==> config.mk <==
export PLATFORM = sky130hd
export DESIGN_NAME = julian_day_to_calendar_date_core
export DESIGN_NICKNAME = d
export VERILOG_FILES = /design/src/hdl/jdcd_pkg.sv /design/src/hdl/julian_day_to_calendar_date_core.sv /design/src/hdl/jdcd_csr.sv
export SDC_FILE = /design/constraint.sdc
export NUM_CORES = 2
export LEC_CHECK = 0
export ABC_AREA = 1
export BUFFER_PORTS_ARGS = -buffer_cell sky130_fd_sc_hd__buf_2
export CORE_MARGIN = 2
export CORE_UTILIZATION = 65
export CTS_CLUSTER_SIZE = 16
export DETAILED_ROUTE_END_ITERATION = 10
export MAX_ROUTING_LAYER = met4
export PLACE_DENSITY = 0.89
export SLEW_MARGIN = 40
export SYNTH_ARGS = -nofsm -noshare
export SYNTH_HDL_FRONTEND = slang
export SYNTH_SLANG_ARGS = --single-unit
export TNS_END_PERCENT = 50
==> constraint.sdc <==
create_clock -name clock -period 38.2 [get_ports clock]
set_input_delay 1.91 -clock clock [delete_from_list [all_inputs] [get_ports clock]]
set_output_delay 1.91 -clock clock [all_outputs]
set_load 0.01 [all_outputs]
==> src/hdl/jdcd_pkg.sv <==
// Shared constants, types and tables for the Julian Day to calendar date converter.
package jdcd_pkg;

   // fixed-point format of the incoming Julian Day
   localparam int FRAC_BITS = 40;
   localparam int DAY_BITS  = 23;
   localparam int JD_W      = DAY_BITS + FRAC_BITS;

   // time of day in units of 2^-FRAC_BITS minute
   localparam int MIN_W = 11;
   localparam int TOD_W = FRAC_BITS + MIN_W;
   localparam int OFS_W = 12;

   localparam logic [MIN_W-1:0] MIN_PER_DAY  = MIN_W'(1440);
   localparam logic [MIN_W-1:0] HALF_DAY_MIN = MIN_W'(720);
   localparam logic [TOD_W:0]   TOD_FULL     = (TOD_W+1)'(MIN_PER_DAY) << FRAC_BITS;

   // day number after the shift, and the Meeus intermediates
   localparam int Z_W  = DAY_BITS + 1;
   localparam int B_W  = Z_W;
   localparam logic [Z_W-1:0] GREG_START = Z_W'(2299161);

   // alpha = (4z - 7468865) / 146097
   localparam int X_W  = DAY_BITS + 2;
   localparam int QA_W = 8;
   localparam logic [X_W-1:0]  ALPHA_BIAS = X_W'(7468865);
   localparam logic [17:0]     ALPHA_DIV  = 18'd146097;
   localparam logic [QA_W-1:0] ALPHA_M    = QA_W'((2**X_W) / 146097);

   // c = (20b - 2442) / 7305
   localparam int Y_W  = DAY_BITS + 5;
   localparam int C_W  = DAY_BITS - 8;
   localparam int MC_W = 16;
   localparam logic [Y_W-1:0]  C_BIAS = Y_W'(2442);
   localparam logic [4:0]      C_MUL  = 5'd20;
   localparam logic [12:0]     C_DIV  = 13'd7305;
   localparam logic [MC_W-1:0] C_M    = MC_W'((2**Y_W) / 7305);
   localparam logic [10:0]     D_MUL  = 11'd1461;
   localparam logic [10:0]     B_BIAS = 11'd1524;

   // e = (b - d) * 10000 / 306001
   localparam int BD_W  = 9;
   localparam int NUM_W = 23;
   localparam int E_W   = 4;
   localparam logic [13:0] E_MUL = 14'd10000;
   localparam logic [18:0] E_DIV = 19'd306001;
   localparam logic [4:0]  E_M   = 5'((2**NUM_W) / 306001);
   localparam logic [18:0] E_NM  = 19'(10000 * ((2**NUM_W) / 306001));

   localparam int YEAR_W = 16;
   localparam logic [YEAR_W-1:0] YEAR_BIAS_EARLY = YEAR_W'(4716);
   localparam logic [YEAR_W-1:0] YEAR_BIAS_LATE  = YEAR_W'(4715);

   // time-of-day split
   localparam int US_W   = 20;
   localparam int HOUR_K = 16;
   localparam logic [MIN_W-1:0] HOUR_M      = MIN_W'(1093);
   localparam logic [5:0]       SEC_PER_MIN = 6'd60;
   localparam logic [US_W-1:0]  US_PER_SEC  = US_W'(1000000);

   typedef struct packed {
      logic [1:0]       day_adj;   // -1, 0 or +1, two's complement
      logic [MIN_W-1:0] rem_min;   // 0..1439
   } jdcd_shift_type;

   typedef struct packed {
      logic [4:0]      hour;
      logic [5:0]      minute;
      logic [5:0]      second;
      logic [US_W-1:0] usec;
   } jdcd_time_type;

   // floor(30.6001 * e)
   function automatic logic [BD_W-1:0] days_before(input logic [E_W-1:0] e_idx);
      logic [BD_W-1:0] v;
      case (e_idx)
         4'd0:    v = 9'd0;
         4'd1:    v = 9'd30;
         4'd2:    v = 9'd61;
         4'd3:    v = 9'd91;
         4'd4:    v = 9'd122;
         4'd5:    v = 9'd153;
         4'd6:    v = 9'd183;
         4'd7:    v = 9'd214;
         4'd8:    v = 9'd244;
         4'd9:    v = 9'd275;
         4'd10:   v = 9'd306;
         4'd11:   v = 9'd336;
         4'd12:   v = 9'd367;
         4'd13:   v = 9'd397;
         4'd14:   v = 9'd428;
         4'd15:   v = 9'd459;
         default: v = '0;
      endcase
      return v;
   endfunction

endpackage

==> src/hdl/julian_day_to_calendar_date_core.sv <==
// Top level: pipelined fixed-point Julian Day to calendar date and time-of-day converter.
//
//  channel  direction  handshake              payload
//  req      in         req_tvalid/req_tready  req_tdata: jd_fixed
//  rsp      out        rsp_tvalid/rsp_tready  rsp_tdata: date and time, rsp_tuser: status
//  csr      in         csr_valid/csr_ready    csr_wdata: utc_offset_minutes
//
//  One transaction per cycle sustained while rsp_tready is high; one register per pipeline stage.
//  The depth is set by the reciprocal divides (alpha, c, e), each an estimate stage
//  followed by a correction stage.
//  Each stage holds while it is full and the stage after it holds; empty stages fill behind a stall.
//  Synchronous reset clears the valid bits and sets the offset to zero.
module julian_day_to_calendar_date_core
   import jdcd_pkg::*;
(
   input  logic        clock,
   input  logic        reset,
   input  logic        req_tvalid,
   output logic        req_tready,
   input  logic [63:0] req_tdata,   // [62:0] jd_fixed
   output logic        rsp_tvalid,
   input  logic        rsp_tready,
   output logic [63:0] rsp_tdata,   // [15:0] year, [19:16] month, [24:20] day, [29:25] hour,
                                    // [35:30] minute, [41:36] second, [61:42] microsecond
   output logic [0:0]  rsp_tuser,   // [0] status
   input  logic        csr_valid,
   output logic        csr_ready,
   input  logic [15:0] csr_wdata    // [11:0] utc_offset_minutes
);

   localparam int NSTG = 11;
   localparam int TW1  = TOD_W + 1;
   localparam int PA_W = X_W + QA_W;
   localparam int PC_W = Y_W + MC_W;
   localparam int PE_W = NUM_W + 5;
   localparam int PU_W = FRAC_BITS + US_W;
   localparam int PH_W = MIN_W + HOUR_K;
   localparam int PS_W = FRAC_BITS + 6;

   jdcd_shift_type shift;

   jdcd_csr u_csr (
      .clock     (clock),
      .reset     (reset),
      .csr_valid (csr_valid),
      .csr_ready (csr_ready),
      .csr_wdata (csr_wdata[OFS_W-1:0]),
      .shift     (shift)
   );

   // valid pipeline
   logic [NSTG:1] vld_ff;
   logic [NSTG:1] vld_in;
   logic [NSTG:1] adv;

   assign adv[NSTG] = !vld_ff[NSTG] || rsp_tready;
   for (genvar k = 1; k < NSTG; k++) begin : g_adv
      assign adv[k] = !vld_ff[k] || adv[k+1];
   end

   always_comb begin
      vld_in[1] = adv[1] ? req_tvalid : vld_ff[1];
      for (int k = 2; k <= NSTG; k++) begin
         if (adv[k]) begin
            vld_in[k] = vld_ff[k-1];
         end else begin
            vld_in[k] = vld_ff[k];
         end
      end
   end

   always_ff @(posedge clock) begin
      if (reset) begin
         vld_ff <= '0;
      end else begin
         vld_ff <= vld_in;
      end
   end

   assign req_tready = adv[1];
   assign rsp_tvalid = vld_ff[NSTG];

   // stage 1: split, time-of-day scale and minute shift
   logic [JD_W-1:0]  req_jd;
   logic [TOD_W:0]   s1_tod_in;
   logic             s1_zero_ff;
   logic [DAY_BITS-1:0] s1_z_ff;
   logic [TOD_W:0]   s1_tod_ff;

   assign req_jd    = req_tdata[JD_W-1:0];
   assign s1_tod_in = TW1'(req_jd[FRAC_BITS-1:0]) * TW1'(MIN_PER_DAY) +
                      (TW1'(shift.rem_min) << FRAC_BITS);

   always_ff @(posedge clock) begin
      if (adv[1]) begin
         s1_zero_ff <= (req_jd == '0);
         s1_z_ff    <= req_jd[JD_W-1:FRAC_BITS];
         s1_tod_ff  <= s1_tod_in;
      end
   end

   // stage 2: day carry and day number
   logic             s2_carry;
   logic [TOD_W:0]   s2_tod;
   logic [Z_W:0]     s2_zsum;
   logic             s2_bad_ff;
   logic [Z_W-1:0]   s2_z_ff;
   logic [MIN_W-1:0] s2_mod_ff;
   logic [FRAC_BITS-1:0] s2_r_ff;

   assign s2_carry = (s1_tod_ff >= TOD_FULL);
   assign s2_tod   = s2_carry ? (s1_tod_ff - TOD_FULL) : s1_tod_ff;
   assign s2_zsum  = (Z_W+1)'(s1_z_ff) +
                     {{(Z_W-1){shift.day_adj[1]}}, shift.day_adj} +
                     (Z_W+1)'(s2_carry);

   always_ff @(posedge clock) begin
      if (adv[2]) begin
         s2_bad_ff <= s1_zero_ff || s2_zsum[Z_W];
         s2_z_ff   <= s2_zsum[Z_W-1:0];
         s2_mod_ff <= s2_tod[TOD_W-1:FRAC_BITS];
         s2_r_ff   <= s2_tod[FRAC_BITS-1:0];
      end
   end

   // stage 3: alpha estimate, seconds, hour
   logic             s3_greg;
   logic [X_W+1:0]   s3_x4;
   logic [X_W-1:0]   s3_x;
   logic [PA_W-1:0]  s3_pa;
   logic [PS_W-1:0]  s3_ps;
   logic [PH_W-1:0]  s3_ph;
   logic             s3_bad_ff;
   logic [Z_W-1:0]   s3_z_ff;
   logic             s3_greg_ff;
   logic [X_W-1:0]   s3_x_ff;
   logic [QA_W-1:0]  s3_qa_ff;
   logic [MIN_W-1:0] s3_mod_ff;
   logic [4:0]       s3_hour_ff;
   logic [5:0]       s3_sec_ff;
   logic [FRAC_BITS-1:0] s3_r2_ff;

   assign s3_greg = (s2_z_ff >= GREG_START);
   assign s3_x4   = (X_W+2)'({s2_z_ff, 2'b00}) - (X_W+2)'(ALPHA_BIAS);
   assign s3_x    = s3_greg ? s3_x4[X_W-1:0] : '0;
   assign s3_pa   = PA_W'(s3_x) * PA_W'(ALPHA_M);
   assign s3_ps   = PS_W'(s2_r_ff) * PS_W'(SEC_PER_MIN);
   assign s3_ph   = PH_W'(s2_mod_ff) * PH_W'(HOUR_M);

   always_ff @(posedge clock) begin
      if (adv[3]) begin
         s3_bad_ff  <= s2_bad_ff;
         s3_z_ff    <= s2_z_ff;
         s3_greg_ff <= s3_greg;
         s3_x_ff    <= s3_x;
         s3_qa_ff   <= s3_pa[PA_W-1:X_W];
         s3_mod_ff  <= s2_mod_ff;
         s3_hour_ff <= s3_ph[HOUR_K+4:HOUR_K];
         s3_sec_ff  <= s3_ps[FRAC_BITS+5:FRAC_BITS];
         s3_r2_ff   <= s3_ps[FRAC_BITS-1:0];
      end
   end

   // stage 4: alpha correction, microseconds, minute
   logic [QA_W:0]    s4_qa1;
   logic [X_W+1:0]   s4_chk;
   logic [PU_W-1:0]  s4_pu;
   logic [MIN_W-1:0] s4_min;
   logic             s4_bad_ff;
   logic [Z_W-1:0]   s4_z_ff;
   logic             s4_greg_ff;
   logic [QA_W-1:0]  s4_alpha_ff;
   jdcd_time_type    s4_tm_ff;

   assign s4_qa1 = (QA_W+1)'(s3_qa_ff) + (QA_W+1)'(1);
   assign s4_chk = (X_W+2)'(s4_qa1) * (X_W+2)'(ALPHA_DIV);
   assign s4_pu  = PU_W'(s3_r2_ff) * PU_W'(US_PER_SEC);
   assign s4_min = s3_mod_ff - MIN_W'(s3_hour_ff) * MIN_W'(SEC_PER_MIN);

   always_ff @(posedge clock) begin
      if (adv[4]) begin
         s4_bad_ff   <= s3_bad_ff;
         s4_z_ff     <= s3_z_ff;
         s4_greg_ff  <= s3_greg_ff;
         s4_alpha_ff <= (s4_chk <= (X_W+2)'(s3_x_ff)) ? s4_qa1[QA_W-1:0] : s3_qa_ff;
         s4_tm_ff    <= '{hour:   s3_hour_ff,
                          minute: s4_min[5:0],
                          second: s3_sec_ff,
                          usec:   s4_pu[PU_W-1:FRAC_BITS]};
      end
   end

   // stage 5: b = a + 1524
   logic [B_W-1:0] s5_adj;
   logic           s5_bad_ff;
   logic [B_W-1:0] s5_b_ff;
   jdcd_time_type  s5_tm_ff;

   assign s5_adj = s4_greg_ff ?
                   (B_W'(s4_alpha_ff) - B_W'(s4_alpha_ff[QA_W-1:2]) + B_W'(1)) : '0;

   always_ff @(posedge clock) begin
      if (adv[5]) begin
         s5_bad_ff <= s4_bad_ff;
         s5_b_ff   <= s4_z_ff + s5_adj + B_W'(B_BIAS);
         s5_tm_ff  <= s4_tm_ff;
      end
   end

   // stage 6: c estimate
   logic [Y_W-1:0]  s6_y;
   logic [PC_W-1:0] s6_pc;
   logic            s6_bad_ff;
   logic [B_W-1:0]  s6_b_ff;
   logic [Y_W-1:0]  s6_y_ff;
   logic [C_W-1:0]  s6_qc_ff;
   jdcd_time_type   s6_tm_ff;

   assign s6_y  = Y_W'(s5_b_ff) * Y_W'(C_MUL) - C_BIAS;
   assign s6_pc = PC_W'(s6_y) * PC_W'(C_M);

   always_ff @(posedge clock) begin
      if (adv[6]) begin
         s6_bad_ff <= s5_bad_ff;
         s6_b_ff   <= s5_b_ff;
         s6_y_ff   <= s6_y;
         s6_qc_ff  <= s6_pc[Y_W+C_W-1:Y_W];
         s6_tm_ff  <= s5_tm_ff;
      end
   end

   // stage 7: c correction
   logic [C_W:0]   s7_qc1;
   logic [Y_W+1:0] s7_chk;
   logic           s7_bad_ff;
   logic [B_W-1:0] s7_b_ff;
   logic [C_W-1:0] s7_c_ff;
   jdcd_time_type  s7_tm_ff;

   assign s7_qc1 = (C_W+1)'(s6_qc_ff) + (C_W+1)'(1);
   assign s7_chk = (Y_W+2)'(s7_qc1) * (Y_W+2)'(C_DIV);

   always_ff @(posedge clock) begin
      if (adv[7]) begin
         s7_bad_ff <= s6_bad_ff;
         s7_b_ff   <= s6_b_ff;
         s7_c_ff   <= (s7_chk <= (Y_W+2)'(s6_y_ff)) ? s7_qc1[C_W-1:0] : s6_qc_ff;
         s7_tm_ff  <= s6_tm_ff;
      end
   end

   // stage 8: b - floor(365.25 c)
   logic [C_W+10:0] s8_pd;
   logic [B_W-1:0]  s8_bd;
   logic            s8_bad_ff;
   logic [C_W-1:0]  s8_c_ff;
   logic [BD_W-1:0] s8_bd_ff;
   jdcd_time_type   s8_tm_ff;

   assign s8_pd = (C_W+11)'(s7_c_ff) * (C_W+11)'(D_MUL);
   assign s8_bd = s7_b_ff - s8_pd[C_W+10:2];

   always_ff @(posedge clock) begin
      if (adv[8]) begin
         s8_bad_ff <= s7_bad_ff;
         s8_c_ff   <= s7_c_ff;
         s8_bd_ff  <= s8_bd[BD_W-1:0];
         s8_tm_ff  <= s7_tm_ff;
      end
   end

   // stage 9: e estimate
   logic [PE_W-1:0]  s9_pe;
   logic             s9_bad_ff;
   logic [C_W-1:0]   s9_c_ff;
   logic [BD_W-1:0]  s9_bd_ff;
   logic [NUM_W-1:0] s9_num_ff;
   logic [E_W-1:0]   s9_qe_ff;
   jdcd_time_type    s9_tm_ff;

   assign s9_pe = PE_W'(s8_bd_ff) * PE_W'(E_NM);

   always_ff @(posedge clock) begin
      if (adv[9]) begin
         s9_bad_ff <= s8_bad_ff;
         s9_c_ff   <= s8_c_ff;
         s9_bd_ff  <= s8_bd_ff;
         s9_num_ff <= NUM_W'(s8_bd_ff) * NUM_W'(E_MUL);
         s9_qe_ff  <= s9_pe[NUM_W+E_W-1:NUM_W];
         s9_tm_ff  <= s8_tm_ff;
      end
   end

   // stage 10: e correction
   logic [E_W:0]     s10_qe1;
   logic [NUM_W:0]   s10_chk;
   logic             s10_bad_ff;
   logic [C_W-1:0]   s10_c_ff;
   logic [BD_W-1:0]  s10_bd_ff;
   logic [E_W-1:0]   s10_e_ff;
   jdcd_time_type    s10_tm_ff;

   assign s10_qe1 = (E_W+1)'(s9_qe_ff) + (E_W+1)'(1);
   assign s10_chk = (NUM_W+1)'(s10_qe1) * (NUM_W+1)'(E_DIV);

   always_ff @(posedge clock) begin
      if (adv[10]) begin
         s10_bad_ff <= s9_bad_ff;
         s10_c_ff   <= s9_c_ff;
         s10_bd_ff  <= s9_bd_ff;
         s10_e_ff   <= (s10_chk <= (NUM_W+1)'(s9_num_ff)) ? s10_qe1[E_W-1:0] : s9_qe_ff;
         s10_tm_ff  <= s9_tm_ff;
      end
   end

   // stage 11: day, month, year and output register
   logic [BD_W-1:0]   s11_day;
   logic [E_W-1:0]    s11_month;
   logic [YEAR_W-1:0] s11_year;
   logic [63:0]       rsp_data_in;
   logic [63:0]       rsp_data_ff;
   logic              rsp_status_ff;

   assign s11_day   = s10_bd_ff - days_before(s10_e_ff);
   assign s11_month = (s10_e_ff < 4'd14) ? (s10_e_ff - 4'd1) : (s10_e_ff - 4'd13);
   assign s11_year  = YEAR_W'(s10_c_ff) -
                      ((s11_month > 4'd2) ? YEAR_BIAS_EARLY : YEAR_BIAS_LATE);

   always_comb begin
      if (s10_bad_ff) begin
         rsp_data_in = '0;
      end else begin
         rsp_data_in = {2'b00, s10_tm_ff.usec, s10_tm_ff.second, s10_tm_ff.minute,
                        s10_tm_ff.hour, s11_day[4:0], s11_month, s11_year};
      end
   end

   always_ff @(posedge clock) begin
      if (adv[11]) begin
         rsp_status_ff <= s10_bad_ff;
         rsp_data_ff   <= rsp_data_in;
      end
   end

   assign rsp_tdata = rsp_data_ff;
   assign rsp_tuser = rsp_status_ff;

`ifndef SYNTH
   a_full_stall: assert property (@(posedge clock) disable iff (reset)
      !req_tready |-> (&vld_ff) && !rsp_tready)
      else $error("input stalled with a bubble in the pipeline");

   a_bad_zero: assert property (@(posedge clock) disable iff (reset)
      rsp_tvalid && rsp_tuser[0] |-> rsp_tdata == '0)
      else $error("invalid transaction carries nonzero fields");

   a_date_range: assert property (@(posedge clock) disable iff (reset)
      rsp_tvalid && !rsp_tuser[0] |->
         rsp_tdata[19:16] != 4'd0 && rsp_tdata[19:16] <= 4'd12 && rsp_tdata[24:20] != 5'd0)
      else $error("month or day out of range");

   a_time_range: assert property (@(posedge clock) disable iff (reset)
      rsp_tvalid |-> rsp_tdata[29:25] <= 5'd23 && rsp_tdata[35:30] <= 6'd59 &&
                     rsp_tdata[41:36] <= 6'd59 && rsp_tdata[61:42] <= 20'd999999)
      else $error("time of day field out of range");
`endif

endmodule

==> src/hdl/jdcd_csr.sv <==
// UTC offset register, held as a whole-day adjust and a minute remainder of the half-day shift.
module jdcd_csr
   import jdcd_pkg::*;
(
   input  logic             clock,
   input  logic             reset,
   input  logic             csr_valid,
   output logic             csr_ready,
   input  logic [OFS_W-1:0] csr_wdata,
   output jdcd_shift_type   shift
);

   logic signed [OFS_W:0] sum_min;
   logic [OFS_W:0]        wrap_up;
   logic [OFS_W:0]        wrap_dn;
   jdcd_shift_type        shift_in;
   jdcd_shift_type        shift_ff;

   assign csr_ready = 1'b1;
   assign sum_min   = $signed({csr_wdata[OFS_W-1], csr_wdata}) +
                      $signed((OFS_W+1)'(HALF_DAY_MIN));
   assign wrap_up   = $unsigned(sum_min) + (OFS_W+1)'(MIN_PER_DAY);
   assign wrap_dn   = $unsigned(sum_min) - (OFS_W+1)'(MIN_PER_DAY);

   always_comb begin
      if (sum_min[OFS_W]) begin
         shift_in.day_adj = 2'b11;
         shift_in.rem_min = wrap_up[MIN_W-1:0];
      end else if (sum_min[OFS_W-1:0] >= OFS_W'(MIN_PER_DAY)) begin
         shift_in.day_adj = 2'b01;
         shift_in.rem_min = wrap_dn[MIN_W-1:0];
      end else begin
         shift_in.day_adj = 2'b00;
         shift_in.rem_min = sum_min[MIN_W-1:0];
      end
   end

   always_ff @(posedge clock) begin
      if (reset) begin
         shift_ff.day_adj <= 2'b00;
         shift_ff.rem_min <= HALF_DAY_MIN;
      end else if (csr_valid && csr_ready) begin
         shift_ff <= shift_in;
      end
   end

   assign shift = shift_ff;

endmodule
==> metrics.md <==
| Metric | Value |
|---|---|
| Total grt overflow | 0 |
| Cell family with most CP delay | adder cells |
| Clock latency on the worst-skew pair | between 600 and 700 ps |
| Average via count per standard cell | 5.64 |
| Share of layout cells above drive strength 1 | 0.0536 |
| Max-slew violation count | 0 |
| Hold Path Origin | s6_tm_ff[22]$_DFFE_PP_ |
| Vias in the first global route | between 50,000 and 60,000 |
| Floorplan die width | 338 um |
| Number of cells on the worst hold path | 0 |
| Category of the worst setup path launch point | register |
| Effective utilization at floorplan | 0.655 |
| Cell count along the critical path | 34 |
| Fraction of the mapped netlist area in simple logic gates | 0.101 |
| Setup TNS | 0 ps |
| CTS tree | built |
| Clock edge transition at the registers on the reported setup and hold paths | around 70 ps |
| Worst-case headroom to the max-slew limit | 0.427 |
| Placeable core area | 0.111 sq mm |
| Global routing usage on met2 | 0.493 |
| Unrepaired setup endpoints after global routing | false |
| Delay of the slowest critical-path stage | 570 ps |
| Syn avg cell area | 10.2 sq um |
| Post-CTS setup buffers | 0 |
| Total of buffers placed on input and output ports | 144 |
| Sequential share of the synthesized area | 0.338 |
| Top-area cell type share of the netlist area | 0.330 |
| Number of setup violations in the final report | 0 |
| Endpoint of the worst hold-timing path | s7_tm_ff[22]$_DFFE_PP_ |
| Site row count | 122 |
| Iteration count of the initial detailed-routing pass | 6 |
| Root buffer cell | sky130_fd_sc_hd__clkbuf_16 |
| End of the worst register-to-register path | s6_qc_ff[14]$_DFFE_PP_ |
| Post-route minimum period | 9010 ps |
| Count of pins on the block boundary | 153 |
| Register bit count reported by yosys | 825 |
| Largest family of logic cells by synthesized area | adder cells |
| Worst hold path class | register to register |
| Worst setup skew after layout | between 30 and 40 ps |
| Total routed wirelength | around 150,000 um |
| Hold bufs inserted after CTS | 0 |
| Total via count in the routed design | approximately 50,000 |
| Cell count after synthesis | 7,079 |
| Maximum buffer depth of the clock tree | 3 |
| H-tree levels | 3 |
| Dominant synthesized flop cell | sky130_fd_sc_hd__edfxtp_1 |
| Async set-reset flop share out of synthesis | 0 |
| Global router's overall resource usage | 0.286 |
| Number of nets with antenna violations after routing | 0 |
| Data arrival time of the worst path | 9450 ps |
| Met1 track demand over resource | 0.346 |
| Detailed placement HPWL | 123,000 um |
| Clock buffer count from CTS | 87 |
| Final RePlAce weighted congestion | 0.984 |
| Most Crowded Layer GR | met2 |
| GR Layer Usage met3 | 0.0363 |
| Share of the clock period used by the worst path | 0.236 |
| Die boundary height | 338 um |
| Share of synthesized area spent on multiplexers | 0 |
| Startpoint of the lowest-slack register-to-register path | s5_b_ff[1]$_DFFE_PP_ |
| Critical Path Most Common Cell | sky130_fd_sc_hd__nand2_1 |
| Maximum number of pins on one net before global-route repair | 74 |
| # DRC | 0 |
| Count of endpoints failing hold in the final timing report | 0 |
| Number of fill cells | 7,529 |
| Total standard cell area after synthesis | 0.0725 sq mm |
| Sum of buffers and inverters on the critical path | 3 |
| Final-layout worst hold slack | 406 ps |
| Synthesized-area fraction occupied by ao, oa, aoi and oai cells | 0.0762 |
| Antenna violations before repair | 1 |
| Syn-to-layout area delta | 7.96% |
| Outcome | completed |
| Drt initial violations | approximately 3,300 |
| Clock Sinks | 825 |
| Maximum capacitance violations | 0 |
| Number of different library cells in the post-synthesis netlist | 63 |
| Worst Max-Slew Pin Slew | 856 ps |
| Setup slack, reg-to-reg | 29,190 ps |
| NumNets Final | 9,160 |
| Slowest cell on the critical path | sky130_fd_sc_hd__fa_1 |
| Highest net fanout along the worst path | 9 |
| Kind of end point of the critical path | register |
| Highest clock rate | 0.111 GHz |
| Syn. warnings | 0 |
| Wire length of the first global-routing pass | ~250,000 um |
| Number of cells on the worst reg-to-reg path | 34 |
| Leading cell types by total area after synthesis | sky130_fd_sc_hd__edfxtp_1 (33%), sky130_fd_sc_hd__ha_1 (20%), sky130_fd_sc_hd__fa_1 (17%) |
| Type of the worst setup path | register to register |
| Average detailed-routed wire length per instance | 17.3 um |
| Overall die area | 0.114 sq mm |
| Most common cell after layout, fill and taps aside | sky130_fd_sc_hd__inv_1 |
| Number of flops mapped to enable cells by yosys | 796 |
| Data required time of the worst path | 38,640 ps |
| Fraction of the mapped netlist area in adder cells | 0.367 |
| Post-synthesis share of cell area spent on xor and xnor gates | 0.0434 |
| Dominant cell type by area after synthesis | sky130_fd_sc_hd__edfxtp_1 |
| Count of instances resized after the clock tree is built | 0 |
| Highest-count cells in the layout ignoring fill and taps | sky130_fd_sc_hd__inv_1 (1,390), sky130_fd_sc_hd__ha_1 (1,135), sky130_fd_sc_hd__nand2_1 (878) |
-- metal layers --
layer  up-vias  share of wire
li1      24100              -
met2      1421           0.50
met1     24100           0.41
met5         -              0
met3       416          0.047
met4         0          0.039
-- synthesized netlist by cell type, drive strengths merged (32+ instances only) --
| cell type | count |
|---|---|
| inv | 1403 |
| ha | 1135 |
| nand2 | 887 |
| edfxtp | 796 |
| fa | 621 |
| a21oi | 498 |
| nor2 | 437 |
| o21ai | 268 |
| xor2 | 241 |
| nand3 | 200 |
| xnor2 | 108 |
| nor3 | 65 |
| nand4 | 57 |
| nor4 | 50 |
| a31oi | 38 |
| o21a | 32 |
-- metrics by stage --
stage	setup slack [ps]	area, sq um	utilization	instances
floorplan	23110	72500	-	7080
global placement	28800	75200	0.680	8717
detailed placement	29110	75300	0.680	8718
CTS	29080	78200	0.707	8880
global route	28730	78300	0.707	8881
finish	29190	78300	0.707	8881
-- sequential cells by signal, summed over array words and instances, names as in the netlist, 23 cells and up, named ones only --
register,flops
rsp_tdata,62
s1_tod_ff,47
s10_tm_ff,37
s4_tm_ff,37
s5_tm_ff,37
s6_tm_ff,37
s7_tm_ff,37
s8_tm_ff,37
s9_tm_ff,37
s2_r_ff,35
s3_r2_ff,33
s6_y_ff,26
s2_z_ff,24
s3_x_ff,24
s3_z_ff,24
s4_z_ff,24
s5_b_ff,24
s1_z_ff,23
-- area by class of cell --
type,instances,area [sq um],share of cell area
timing repair buffer,171,966,0.0123
multi-input combinational,4831,42700,0.546
clock buffer,107,2290,0.0293
tap,1488,1860,0.0238
clock inverter,55,671,0.00857
antenna,1,2.50,0.0000320
inverter,1403,5270,0.0673
sequential,825,24500,0.313
-- how the worst max path moves through the flow --
stage,startpoint,to
final,s5_b_ff[1]$_DFFE_PP_,s6_qc_ff[14]$_DFFE_PP_
after global routing,s5_b_ff[0]$_DFFE_PP_,s6_qc_ff[14]$_DFFE_PP_
after CTS,rsp_tready,req_tready
after detailed placement,rsp_tready,req_tready
after global placement,rsp_tready,req_tready
after floorplan,rsp_tready,req_tready
-- cell families (layout without fill, tap and decap cells) --
family / count (synthesis) / after routing
XOR/XNOR: 350 / 350
adder cells (fa/ha/maj): 1756 / 1756
AND/OR/NAND/NOR: 1738 / 1738
AO/OA/AOI/OAI: 984 / 984
flip-flops: 825 / 825
other: 2 / 4
buffers and inverters: 1424 / 1736
Power is not shown: default switching activity piles up to over one toggle a cycle in this logic, so the estimate is an artifact.
